<file path="config.mk">
export PLATFORM = sky130hd
export DESIGN_NAME = display_write_sequencer
export DESIGN_NICKNAME = d
export VERILOG_FILES = /design/src/rtl/core/dws_pkg.sv /design/src/rtl/core/display_write_sequencer.sv /design/src/rtl/core/dws_front.sv /design/src/rtl/core/dws_queue.sv /design/src/rtl/core/dws_back.sv
export SDC_FILE = /design/constraint.sdc
export NUM_CORES = 1
export LEC_CHECK = 0
export BUFFER_PORTS_ARGS = -buffer_cell sky130_fd_sc_hd__buf_4
export CORE_MARGIN = 3
export CORE_UTILIZATION = 45
export DETAILED_ROUTE_END_ITERATION = 16
export SYNTH_ARGS = -nofsm -noshare
export SYNTH_HDL_FRONTEND = slang
export SYNTH_HIERARCHICAL = 1
export SYNTH_SLANG_ARGS = --single-unit
</file>
<file path="constraint.sdc">
create_clock -name clk_i -period 8.88 [get_ports clk_i]
set_input_delay 0.444 -clock clk_i [delete_from_list [all_inputs] [get_ports clk_i]]
set_output_delay 0.444 -clock clk_i [all_outputs]
set_load 0.02 [all_outputs]
</file>
<file path="src/rtl/core/dws_pkg.sv">
// shared types, constants and helpers of the display write sequencer
package dws_pkg;

  localparam int CoordBits = 10;
  localparam int PanelW    = (CoordBits > 12) ? CoordBits : 12;
  localparam int FifoDepth = 4;
  localparam int QPtrW     = $clog2(FifoDepth);
  localparam int QCntW     = $clog2(FifoDepth + 1);
  localparam int NumSlots  = 8;
  localparam int SlotW     = $clog2(NumSlots);
  localparam int InDataW   = 64;
  localparam int CfgIdxW   = 3;
  localparam int CfgDataW  = 10;

  typedef logic [CoordBits-1:0] coord_t;

  typedef enum logic [1:0] {
    ActPixel  = 2'd0,
    ActWindow = 2'd1,
    ActStream = 2'd2
  } action_e;

  typedef enum logic [CfgIdxW-1:0] {
    RegScreenWidth  = 3'd0,
    RegScreenHeight = 3'd1,
    RegColumnOffset = 3'd2,
    RegRowOffset    = 3'd3,
    RegColumnSetOp  = 3'd4,
    RegRowSetOp     = 3'd5,
    RegMemWriteOp   = 3'd6
  } cfg_idx_e;

  // transfer slots in the order they go out
  typedef enum logic [SlotW-1:0] {
    SlotColCmd = 3'd0,
    SlotColLo  = 3'd1,
    SlotColHi  = 3'd2,
    SlotRowCmd = 3'd3,
    SlotRowLo  = 3'd4,
    SlotRowHi  = 3'd5,
    SlotMemCmd = 3'd6,
    SlotColor  = 3'd7
  } slot_e;

  typedef struct packed {
    logic [9:0] screen_width;
    logic [9:0] screen_height;
    logic [8:0] column_offset;
    logic [8:0] row_offset;
    logic [7:0] column_set_op;
    logic [7:0] row_set_op;
    logic [7:0] mem_write_op;
  } cfg_t;

  typedef struct packed {
    logic [NumSlots-1:0] mask;
    coord_t              col_lo;
    coord_t              col_hi;
    coord_t              row_lo;
    coord_t              row_hi;
    logic [15:0]         color;
  } job_t;

  // panel coordinate: position plus offset, wrapped to the coordinate width
  function automatic coord_t panel_f(logic [9:0] pos, logic [8:0] off);
    logic [PanelW-1:0] sum;
    sum = PanelW'(pos) + PanelW'(off);
    return sum[CoordBits-1:0];
  endfunction

endpackage

</file>
<file path="src/rtl/core/display_write_sequencer.sv">
// top level: configuration registers, front end, job queue and transfer sequencer
// path: a taken request goes into the job queue, then the job register and slot mask, then
//   the output register; transfers follow one per cycle while the output is ready
// throughput: one color-word request per cycle while the output is ready;
//   pixel requests give 2, 5 or 8 transfers, windows 7, through the single output register
// reset: address cache invalid, job queue empty, registers at their documented values
module display_write_sequencer import dws_pkg::*; (
  input  logic                clk_i,
  input  logic                rst_ni,
  input  logic                cfg_we_i,
  input  logic [CfgIdxW-1:0]  cfg_index_i,
  input  logic [CfgDataW-1:0] cfg_wdata_i,
  input  logic                s_axis_tvalid,
  output logic                s_axis_tready,
  input  logic [InDataW-1:0]  s_axis_tdata,  // pos_x, pos_y, rect_width, rect_height, color
  input  logic [1:0]          s_axis_tuser,  // action
  output logic                m_axis_tvalid,
  input  logic                m_axis_tready,
  output logic [15:0]         m_axis_tdata,  // value
  output logic [1:0]          m_axis_tuser,  // cmd_flag, is_word
  output logic                m_axis_tlast
);

  cfg_t cfg_q;
  logic push, pop, q_valid, q_full;
  job_t job_in, job_head;

  always_ff @(posedge clk_i or negedge rst_ni) begin
    if (!rst_ni) begin
      cfg_q.screen_width  <= 10'd240;
      cfg_q.screen_height <= 10'd320;
      cfg_q.column_offset <= 9'd0;
      cfg_q.row_offset    <= 9'd0;
      cfg_q.column_set_op <= 8'd42;
      cfg_q.row_set_op    <= 8'd43;
      cfg_q.mem_write_op  <= 8'd44;
    end else if (cfg_we_i) begin
      case (cfg_index_i)
        RegScreenWidth:  cfg_q.screen_width  <= cfg_wdata_i;
        RegScreenHeight: cfg_q.screen_height <= cfg_wdata_i;
        RegColumnOffset: cfg_q.column_offset <= cfg_wdata_i[8:0];
        RegRowOffset:    cfg_q.row_offset    <= cfg_wdata_i[8:0];
        RegColumnSetOp:  cfg_q.column_set_op <= cfg_wdata_i[7:0];
        RegRowSetOp:     cfg_q.row_set_op    <= cfg_wdata_i[7:0];
        RegMemWriteOp:   cfg_q.mem_write_op  <= cfg_wdata_i[7:0];
        default:         cfg_q               <= cfg_q;
      endcase
    end
  end

  dws_front u_front (
    .clk_i         (clk_i),
    .rst_ni        (rst_ni),
    .cfg_i         (cfg_q),
    .s_axis_tvalid (s_axis_tvalid),
    .s_axis_tready (s_axis_tready),
    .s_axis_tdata  (s_axis_tdata),
    .s_axis_tuser  (s_axis_tuser),
    .q_full_i      (q_full),
    .push_o        (push),
    .job_o         (job_in)
  );

  dws_queue u_queue (
    .clk_i   (clk_i),
    .rst_ni  (rst_ni),
    .push_i  (push),
    .job_i   (job_in),
    .pop_i   (pop),
    .valid_o (q_valid),
    .full_o  (q_full),
    .head_o  (job_head)
  );

  dws_back u_back (
    .clk_i         (clk_i),
    .rst_ni        (rst_ni),
    .cfg_i         (cfg_q),
    .job_valid_i   (q_valid),
    .job_i         (job_head),
    .pop_o         (pop),
    .m_axis_tvalid (m_axis_tvalid),
    .m_axis_tready (m_axis_tready),
    .m_axis_tdata  (m_axis_tdata),
    .m_axis_tuser  (m_axis_tuser),
    .m_axis_tlast  (m_axis_tlast)
  );

  a_no_overflow: assert property (@(posedge clk_i) disable iff (!rst_ni)
    !(push && q_full))
    else $error("job queue written while full");

  a_no_empty_pop: assert property (@(posedge clk_i) disable iff (!rst_ni)
    pop |-> q_valid)
    else $error("job queue read while empty");

  a_cmd_byte: assert property (@(posedge clk_i) disable iff (!rst_ni)
    (m_axis_tvalid && m_axis_tuser[0]) |-> (m_axis_tdata[15:8] == 8'h00 && !m_axis_tuser[1]))
    else $error("command transfer with upper bits set or word flag");

endmodule

</file>
<file path="src/rtl/core/dws_front.sv">
// front end: accepts requests, clips them, checks the address cache, builds jobs
module dws_front import dws_pkg::*; (
  input  logic               clk_i,
  input  logic               rst_ni,
  input  cfg_t               cfg_i,
  input  logic               s_axis_tvalid,
  output logic               s_axis_tready,
  input  logic [InDataW-1:0] s_axis_tdata,  // pos_x, pos_y, rect_width, rect_height, color
  input  logic [1:0]         s_axis_tuser,  // action
  input  logic               q_full_i,
  output logic               push_o,
  output job_t               job_o
);

  logic signed [10:0] pos_x, pos_y, rect_w, rect_h;
  logic        [15:0] color;
  logic signed [11:0] x12, y12, sw12, sh12, end_x, end_y, clip_ex, clip_ey, start_x, start_y;
  logic signed [11:0] hi_x, hi_y;
  logic               x_off, y_off, on_screen, win_ok, accept;
  coord_t             px, py;
  logic               col_hit, row_hit;

  coord_t cached_col_q, cached_col_d, cached_row_q, cached_row_d;
  logic   col_known_q, col_known_d, row_known_q, row_known_d;

  assign pos_x  = s_axis_tdata[10:0];
  assign pos_y  = s_axis_tdata[21:11];
  assign rect_w = s_axis_tdata[32:22];
  assign rect_h = s_axis_tdata[43:33];
  assign color  = s_axis_tdata[59:44];

  assign s_axis_tready = !q_full_i;
  assign accept        = s_axis_tvalid && s_axis_tready;

  assign x12  = 12'(pos_x);
  assign y12  = 12'(pos_y);
  assign sw12 = $signed({2'b00, cfg_i.screen_width});
  assign sh12 = $signed({2'b00, cfg_i.screen_height});

  assign x_off     = x12 >= sw12;
  assign y_off     = y12 >= sh12;
  assign on_screen = !pos_x[10] && !pos_y[10] && !x_off && !y_off;

  // clipped window as [start, end): end is x+w cut at the screen edge
  assign end_x   = x12 + 12'(rect_w);
  assign end_y   = y12 + 12'(rect_h);
  assign clip_ex = (end_x > sw12) ? sw12 : end_x;
  assign clip_ey = (end_y > sh12) ? sh12 : end_y;
  assign start_x = pos_x[10] ? 12'sd0 : x12;
  assign start_y = pos_y[10] ? 12'sd0 : y12;
  assign hi_x    = clip_ex - 12'sd1;
  assign hi_y    = clip_ey - 12'sd1;
  assign win_ok  = !x_off && !y_off && (clip_ex > start_x) && (clip_ey > start_y);

  assign px      = panel_f(pos_x[9:0], cfg_i.column_offset);
  assign py      = panel_f(pos_y[9:0], cfg_i.row_offset);
  assign col_hit = col_known_q && (cached_col_q == px);
  assign row_hit = row_known_q && (cached_row_q == py);

  always_comb begin
    job_o        = '0;
    job_o.color  = color;
    cached_col_d = cached_col_q;
    cached_row_d = cached_row_q;
    col_known_d  = col_known_q;
    row_known_d  = row_known_q;
    case (s_axis_tuser)
      ActPixel: begin
        job_o.col_lo = px;
        job_o.col_hi = px;
        job_o.row_lo = py;
        job_o.row_hi = py;
        if (on_screen) begin
          job_o.mask[SlotMemCmd] = 1'b1;
          job_o.mask[SlotColor]  = 1'b1;
          if (!col_hit) begin
            job_o.mask[SlotColCmd] = 1'b1;
            job_o.mask[SlotColLo]  = 1'b1;
            job_o.mask[SlotColHi]  = 1'b1;
            cached_col_d           = px;
            col_known_d            = 1'b1;
          end
          if (!row_hit) begin
            job_o.mask[SlotRowCmd] = 1'b1;
            job_o.mask[SlotRowLo]  = 1'b1;
            job_o.mask[SlotRowHi]  = 1'b1;
            cached_row_d           = py;
            row_known_d            = 1'b1;
          end
        end
      end
      ActWindow: begin
        job_o.col_lo = panel_f(start_x[9:0], cfg_i.column_offset);
        job_o.col_hi = panel_f(hi_x[9:0], cfg_i.column_offset);
        job_o.row_lo = panel_f(start_y[9:0], cfg_i.row_offset);
        job_o.row_hi = panel_f(hi_y[9:0], cfg_i.row_offset);
        if (win_ok) begin
          job_o.mask[SlotColCmd] = 1'b1;
          job_o.mask[SlotColLo]  = 1'b1;
          job_o.mask[SlotColHi]  = 1'b1;
          job_o.mask[SlotRowCmd] = 1'b1;
          job_o.mask[SlotRowLo]  = 1'b1;
          job_o.mask[SlotRowHi]  = 1'b1;
          job_o.mask[SlotMemCmd] = 1'b1;
          col_known_d            = 1'b0;
          row_known_d            = 1'b0;
        end
      end
      ActStream: begin
        job_o.mask[SlotColor] = 1'b1;
      end
      default: begin
        job_o.mask = '0;
      end
    endcase
  end

  assign push_o = accept && (job_o.mask != '0);

  always_ff @(posedge clk_i or negedge rst_ni) begin
    if (!rst_ni) begin
      cached_col_q <= '0;
      cached_row_q <= '0;
      col_known_q  <= 1'b0;
      row_known_q  <= 1'b0;
    end else if (accept) begin
      cached_col_q <= cached_col_d;
      cached_row_q <= cached_row_d;
      col_known_q  <= col_known_d;
      row_known_q  <= row_known_d;
    end
  end

endmodule

</file>
<file path="src/rtl/core/dws_queue.sv">
// short job queue between front end and transfer sequencer
module dws_queue import dws_pkg::*; (
  input  logic clk_i,
  input  logic rst_ni,
  input  logic push_i,
  input  job_t job_i,
  input  logic pop_i,
  output logic valid_o,
  output logic full_o,
  output job_t head_o
);

  job_t             mem_q [FifoDepth];
  logic [QPtrW-1:0] wr_ptr_q, rd_ptr_q;
  logic [QCntW-1:0] count_q;

  assign valid_o = count_q != '0;
  assign full_o  = count_q == QCntW'(FifoDepth);
  assign head_o  = mem_q[rd_ptr_q];

  always_ff @(posedge clk_i) begin
    if (push_i) begin
      mem_q[wr_ptr_q] <= job_i;
    end
  end

  always_ff @(posedge clk_i or negedge rst_ni) begin
    if (!rst_ni) begin
      wr_ptr_q <= '0;
      rd_ptr_q <= '0;
      count_q  <= '0;
    end else begin
      if (push_i) begin
        wr_ptr_q <= wr_ptr_q + 1'b1;
      end
      if (pop_i) begin
        rd_ptr_q <= rd_ptr_q + 1'b1;
      end
      case ({push_i, pop_i})
        2'b10:   count_q <= count_q + 1'b1;
        2'b01:   count_q <= count_q - 1'b1;
        default: count_q <= count_q;
      endcase
    end
  end

endmodule

</file>
<file path="src/rtl/core/dws_back.sv">
// back end: walks job slots, one transfer per cycle while output is ready
module dws_back import dws_pkg::*; (
  input  logic        clk_i,
  input  logic        rst_ni,
  input  cfg_t        cfg_i,
  input  logic        job_valid_i,
  input  job_t        job_i,
  output logic        pop_o,
  output logic        m_axis_tvalid,
  input  logic        m_axis_tready,
  output logic [15:0] m_axis_tdata,  // value
  output logic [1:0]  m_axis_tuser,  // cmd_flag, is_word
  output logic        m_axis_tlast
);

  logic [NumSlots-1:0] mask_q, mask_d, slot_oh, remaining;
  job_t                cur_q;
  slot_e               slot;
  logic                adv, emit, done, load;
  logic                cmd;
  logic [15:0]         value;

  logic                out_valid_q;
  logic                out_cmd_q, out_last_q;
  logic [15:0]         out_value_q;

  // lowest pending slot goes next
  always_comb begin
    slot = SlotColor;
    for (int i = NumSlots - 1; i >= 0; i--) begin
      if (mask_q[i]) begin
        slot = slot_e'(SlotW'(i));
      end
    end
  end

  assign slot_oh   = NumSlots'(1) << slot;
  assign remaining = mask_q & ~slot_oh;

  assign adv   = !out_valid_q || m_axis_tready;
  assign emit  = (mask_q != '0) && adv;
  assign done  = (mask_q == '0) || (emit && (remaining == '0));
  assign load  = done && job_valid_i;
  assign pop_o = load;

  always_comb begin
    mask_d = mask_q;
    if (emit) begin
      mask_d = remaining;
    end
    if (load) begin
      mask_d = job_i.mask;
    end
  end

  always_comb begin
    cmd   = 1'b0;
    value = cur_q.color;
    case (slot)
      SlotColCmd: begin
        cmd   = 1'b1;
        value = {8'h00, cfg_i.column_set_op};
      end
      SlotColLo:  value = 16'(cur_q.col_lo);
      SlotColHi:  value = 16'(cur_q.col_hi);
      SlotRowCmd: begin
        cmd   = 1'b1;
        value = {8'h00, cfg_i.row_set_op};
      end
      SlotRowLo:  value = 16'(cur_q.row_lo);
      SlotRowHi:  value = 16'(cur_q.row_hi);
      SlotMemCmd: begin
        cmd   = 1'b1;
        value = {8'h00, cfg_i.mem_write_op};
      end
      SlotColor:  value = cur_q.color;
      default:    value = cur_q.color;
    endcase
  end

  always_ff @(posedge clk_i or negedge rst_ni) begin
    if (!rst_ni) begin
      mask_q      <= '0;
      out_valid_q <= 1'b0;
    end else begin
      mask_q <= mask_d;
      if (adv) begin
        out_valid_q <= emit;
      end
    end
  end

  always_ff @(posedge clk_i) begin
    if (load) begin
      cur_q <= job_i;
    end
    if (emit) begin
      out_cmd_q   <= cmd;
      out_last_q  <= remaining == '0;
      out_value_q <= value;
    end
  end

  assign m_axis_tvalid = out_valid_q;
  assign m_axis_tdata  = out_value_q;
  assign m_axis_tuser  = {!out_cmd_q, out_cmd_q};
  assign m_axis_tlast  = out_last_q;

endmodule
</file>
==> results.cfg <==
[outcome]
status = finished clean

[sta]
clock_skew_ps = 27.99
finalHoldViolCount = 0
finalMaxSlewViolations = 0
period_share_pct = 83.45
min_period_ps = 7410
fin_tns_setup_ps = 0
rsz0062_at_grt = false
finalSetupViolCount = 0
fmax_mhz = 134.9
worst_slew_pin_slew_ps = 1050
maxSlewHeadroom_pct = 29.61

[drt]
ant_nets = 0
vias_per_cell = 5.635
drc = 0
route.vias.total = 13840
routed_wl_mm = 54.55
drtPass1Iterations = 5
wl_per_cell_um = 22.20
drtIter0Drc = 939

[worst_setup_path]
cp_slowest_cell = a2111oi_0
cp.required_ps = 9130
worstSetupPathType = in -> reg
critPathArrivalTime_ps = 7660
end_kind = register
max_stage_delay_ps = 780
start_kind = primary input
crit_path_max_fanout = 29

[place]
place_hpwl_mm = 38.37
portBuffers = 100
gp_congestion = 0.8777
placed_cells = 2368

[die]
start_util_pct = 45.86
design.core.area_um2 = 49360
die_x_um = 230.3
die_area_um2 = 53020
row_count = 81
die-height_um = 230.3
io_pins = 105

[clock_tree]
clkSlewWorstSetupHoldPaths_ps = 60
cts.sinks = 430
cts_hold_buf = 1
numCtsBuffers = 47
root_buffer = clkbuf_16
post-cts-setup-buffers = 0
clkLatencyLatePin_ps = 580
cts_tree = done
cts_max_level = 2
clk_path_buf_depth = 3
cts_resized = 0

[global_routing]
overflow = 0
use_met2_pct = 32.68
antenna_found_initial = 4
grt_max_degree = 70
use_met1_pct = 30.27
grt.total_usage_pct = 20.72
top_usage_layer = met2
grt_pass1_wl_mm = 83.84
grt_pass1_vias = 13830
met3_usage_pct = 3.085

[synth]
synth_edf_count = 330
synth_top_cell_by_area = edfxtp_1
synth_nets = 1909
synthCells = 1665
yosys_warnings = 6
synth_top_area_share_pct = 43.78
ys_dominant_reg_cell = edfxtp_1
synth_common_cells = edfxtp_1, ha_1, inv_1
synth.distinct_cells = 81
ys_seq_area_share_pct = 54.93
async_reset_ff_share_pct = 23.26
syn_avg_cell_area_um2 = 13.59
yosysMostFrequentCell = edfxtp_1
ys_ff_latch = 430
synth_area_um2 = 22630
ys_top_cells_by_area = edfxtp_1, dfrtp_1, ha_1, mux4_2, xnor2_1

[power_and_ir_drop]
irDropWorstVdd_uv = 186.4
power.density_nw_per_um2 = 311.0
power.leakage_nw = 10.20

[final_layout]
fin_nets = 1998
drive_gt1_share_pct = 20.69
antenna-diode-count = 0
fin_cells = 2457
area_growth_pct = 13.44
post-route-util_pct = 52.02

[min_path]
hold_class = in -> reg

[flow_run]
cap_violations = 0
[metal layers]
| layer | part of all wire (%) | vias up | wire length, um |
|---|---|---|---|
| met5 | 0 | - | 0 |
| met4 | 2.1 | 0 | 1171 |
| met3 | 5.2 | 69 | 2832 |
| met2 | 47 | 360 | 25510 |
| met1 | 46 | 6984 | 25040 |
| li1 | - | 6431 | - |
[through the flow]
stage	setup slack (ps)	power, mW	area, um2	hold slack, ps
finish	1470	7.987	25680	59.55
global route	886.9	8.470	25680	32.43
CTS	1509	8.064	25680	25.81
detailed placement	935.5	5.885	23940	430.9
global placement	1111	5.842	23940	425.7
floorplan	1448	5.064	22630	148.4
[logic make-up (layout without fill, tap and decap cells)]
family                     after synthesis  in the layout  synth area share [%]
and+or+nand+nor                        291            291                 7.004
DFF                                    430            430                 54.93
buffers and inverters                  214            342                 4.389
adders and majority gates              161            161                 9.187
AOI/OAI and AO/OA                      319            319                 9.464
xor gates and xnor gates                87             87                 3.366
muxes                                  163            163                 11.66
[state kept, by name (all words and copies together) (netlist names)]
name	flops
u_queue/mem_q	256
cfg_q	62
u_back/cur_q	56
u_back/m_axis_tdata	16
u_front/cached_col_q	10
u_front/cached_row_q	10
u_back/mask_q	8
u_queue/count_q	3
u_queue/rd_ptr_q	2
u_queue/wr_ptr_q	2
u_back/m_axis_tlast	1
u_back/m_axis_tvalid	1
u_back/out_cmd_q	1
u_front/col_known_q	1
u_front/row_known_q	1
[cell usage in the layout (no fill, tap or decap), types with 7 or more instances in the layout]
| cell | instances |
|---|---|
| a21oi_1 | 108 |
| a32oi_1 | 7 |
| a221oi_1 | 16 |
| nand2b_1 | 36 |
| inv_1 | 136 |
| mux2_2 | 44 |
| mux2_4 | 27 |
| o21ai_0 | 33 |
| a22o_1 | 7 |
| mux2_1 | 14 |
| and2_1 | 8 |
| nor2_1 | 64 |
| nand3_1 | 21 |
| nor3_1 | 14 |
| nand4_1 | 10 |
| o21bai_1 | 24 |
| o21a_1 | 7 |
| a211oi_1 | 10 |
| a22oi_1 | 9 |
| nor2b_1 | 21 |
| dfstp_2 | 16 |
| xnor2_1 | 62 |
| mux2i_1 | 14 |
| a21o_1 | 44 |
| ha_1 | 151 |
| xor2_1 | 25 |
| bufinv_16 | 11 |
| clkbuf_1 | 7 |
| dfrtp_1 | 82 |
| nand2_1 | 62 |
| mux4_2 | 64 |
| buf_4 | 112 |
| fa_1 | 9 |
| clkbuf_16 | 48 |
| edfxtp_1 | 330 |
[cell type report]
type                            count  area [um2]
Timing Repair Buffer              117       930.9
Multi-Input combinational cell   1021        9234
Clock buffer                       56        1241
Clock inverter                     32       489.2
Sequential cell                   430       12440
Tap cell                          664       830.8
Inverter                          137       514.2
Fill cell                        4152       23680
[where the power goes]
part	switching [mW]	leakage, nW	internal, mW
sequential	0.284	4.24	2.74
clock	0.812	0.826	1.33
combinational	1.58	5.14	1.24
[worst max-delay path: cells and delay by family]
family | cells | cell delay, ps
compound gates | 15 | 3470
xor+xnor | 1 | 300
fa+ha+maj | 3 | 930
buf+inv | 3 | 850
simple gates | 7 | 1630
[path summary, 6_finish.rpt]
path | slack, ps | cells after the start | startpoint | endpoint
max | 1470 | 29 | s_axis_tdata[12] | u_queue/mem_q[0][40]$_DFFE_PP_
min | 60 | 1 | s_axis_tdata[47] | u_queue/mem_q[0][3]$_DFFE_PP_
max reg2reg | 2730 | 25 | cfg_q[43]$_DFFE_PN0P_ | u_queue/mem_q[0][40]$_DFFE_PP_
min reg2reg | 490 | 1 | u_queue/count_q[2]$_DFFE_PN0P_ | u_queue/count_q[2]$_DFFE_PN0P_
max in group asynchronous | 7090 | 3 | rst_ni | u_queue/rd_ptr_q[0]$_DFFE_PN0P_
min in group asynchronous | 380 | 2 | rst_ni | u_back/mask_q[0]$_DFFE_PN0P_
Power figures use the tool's default switching activity.
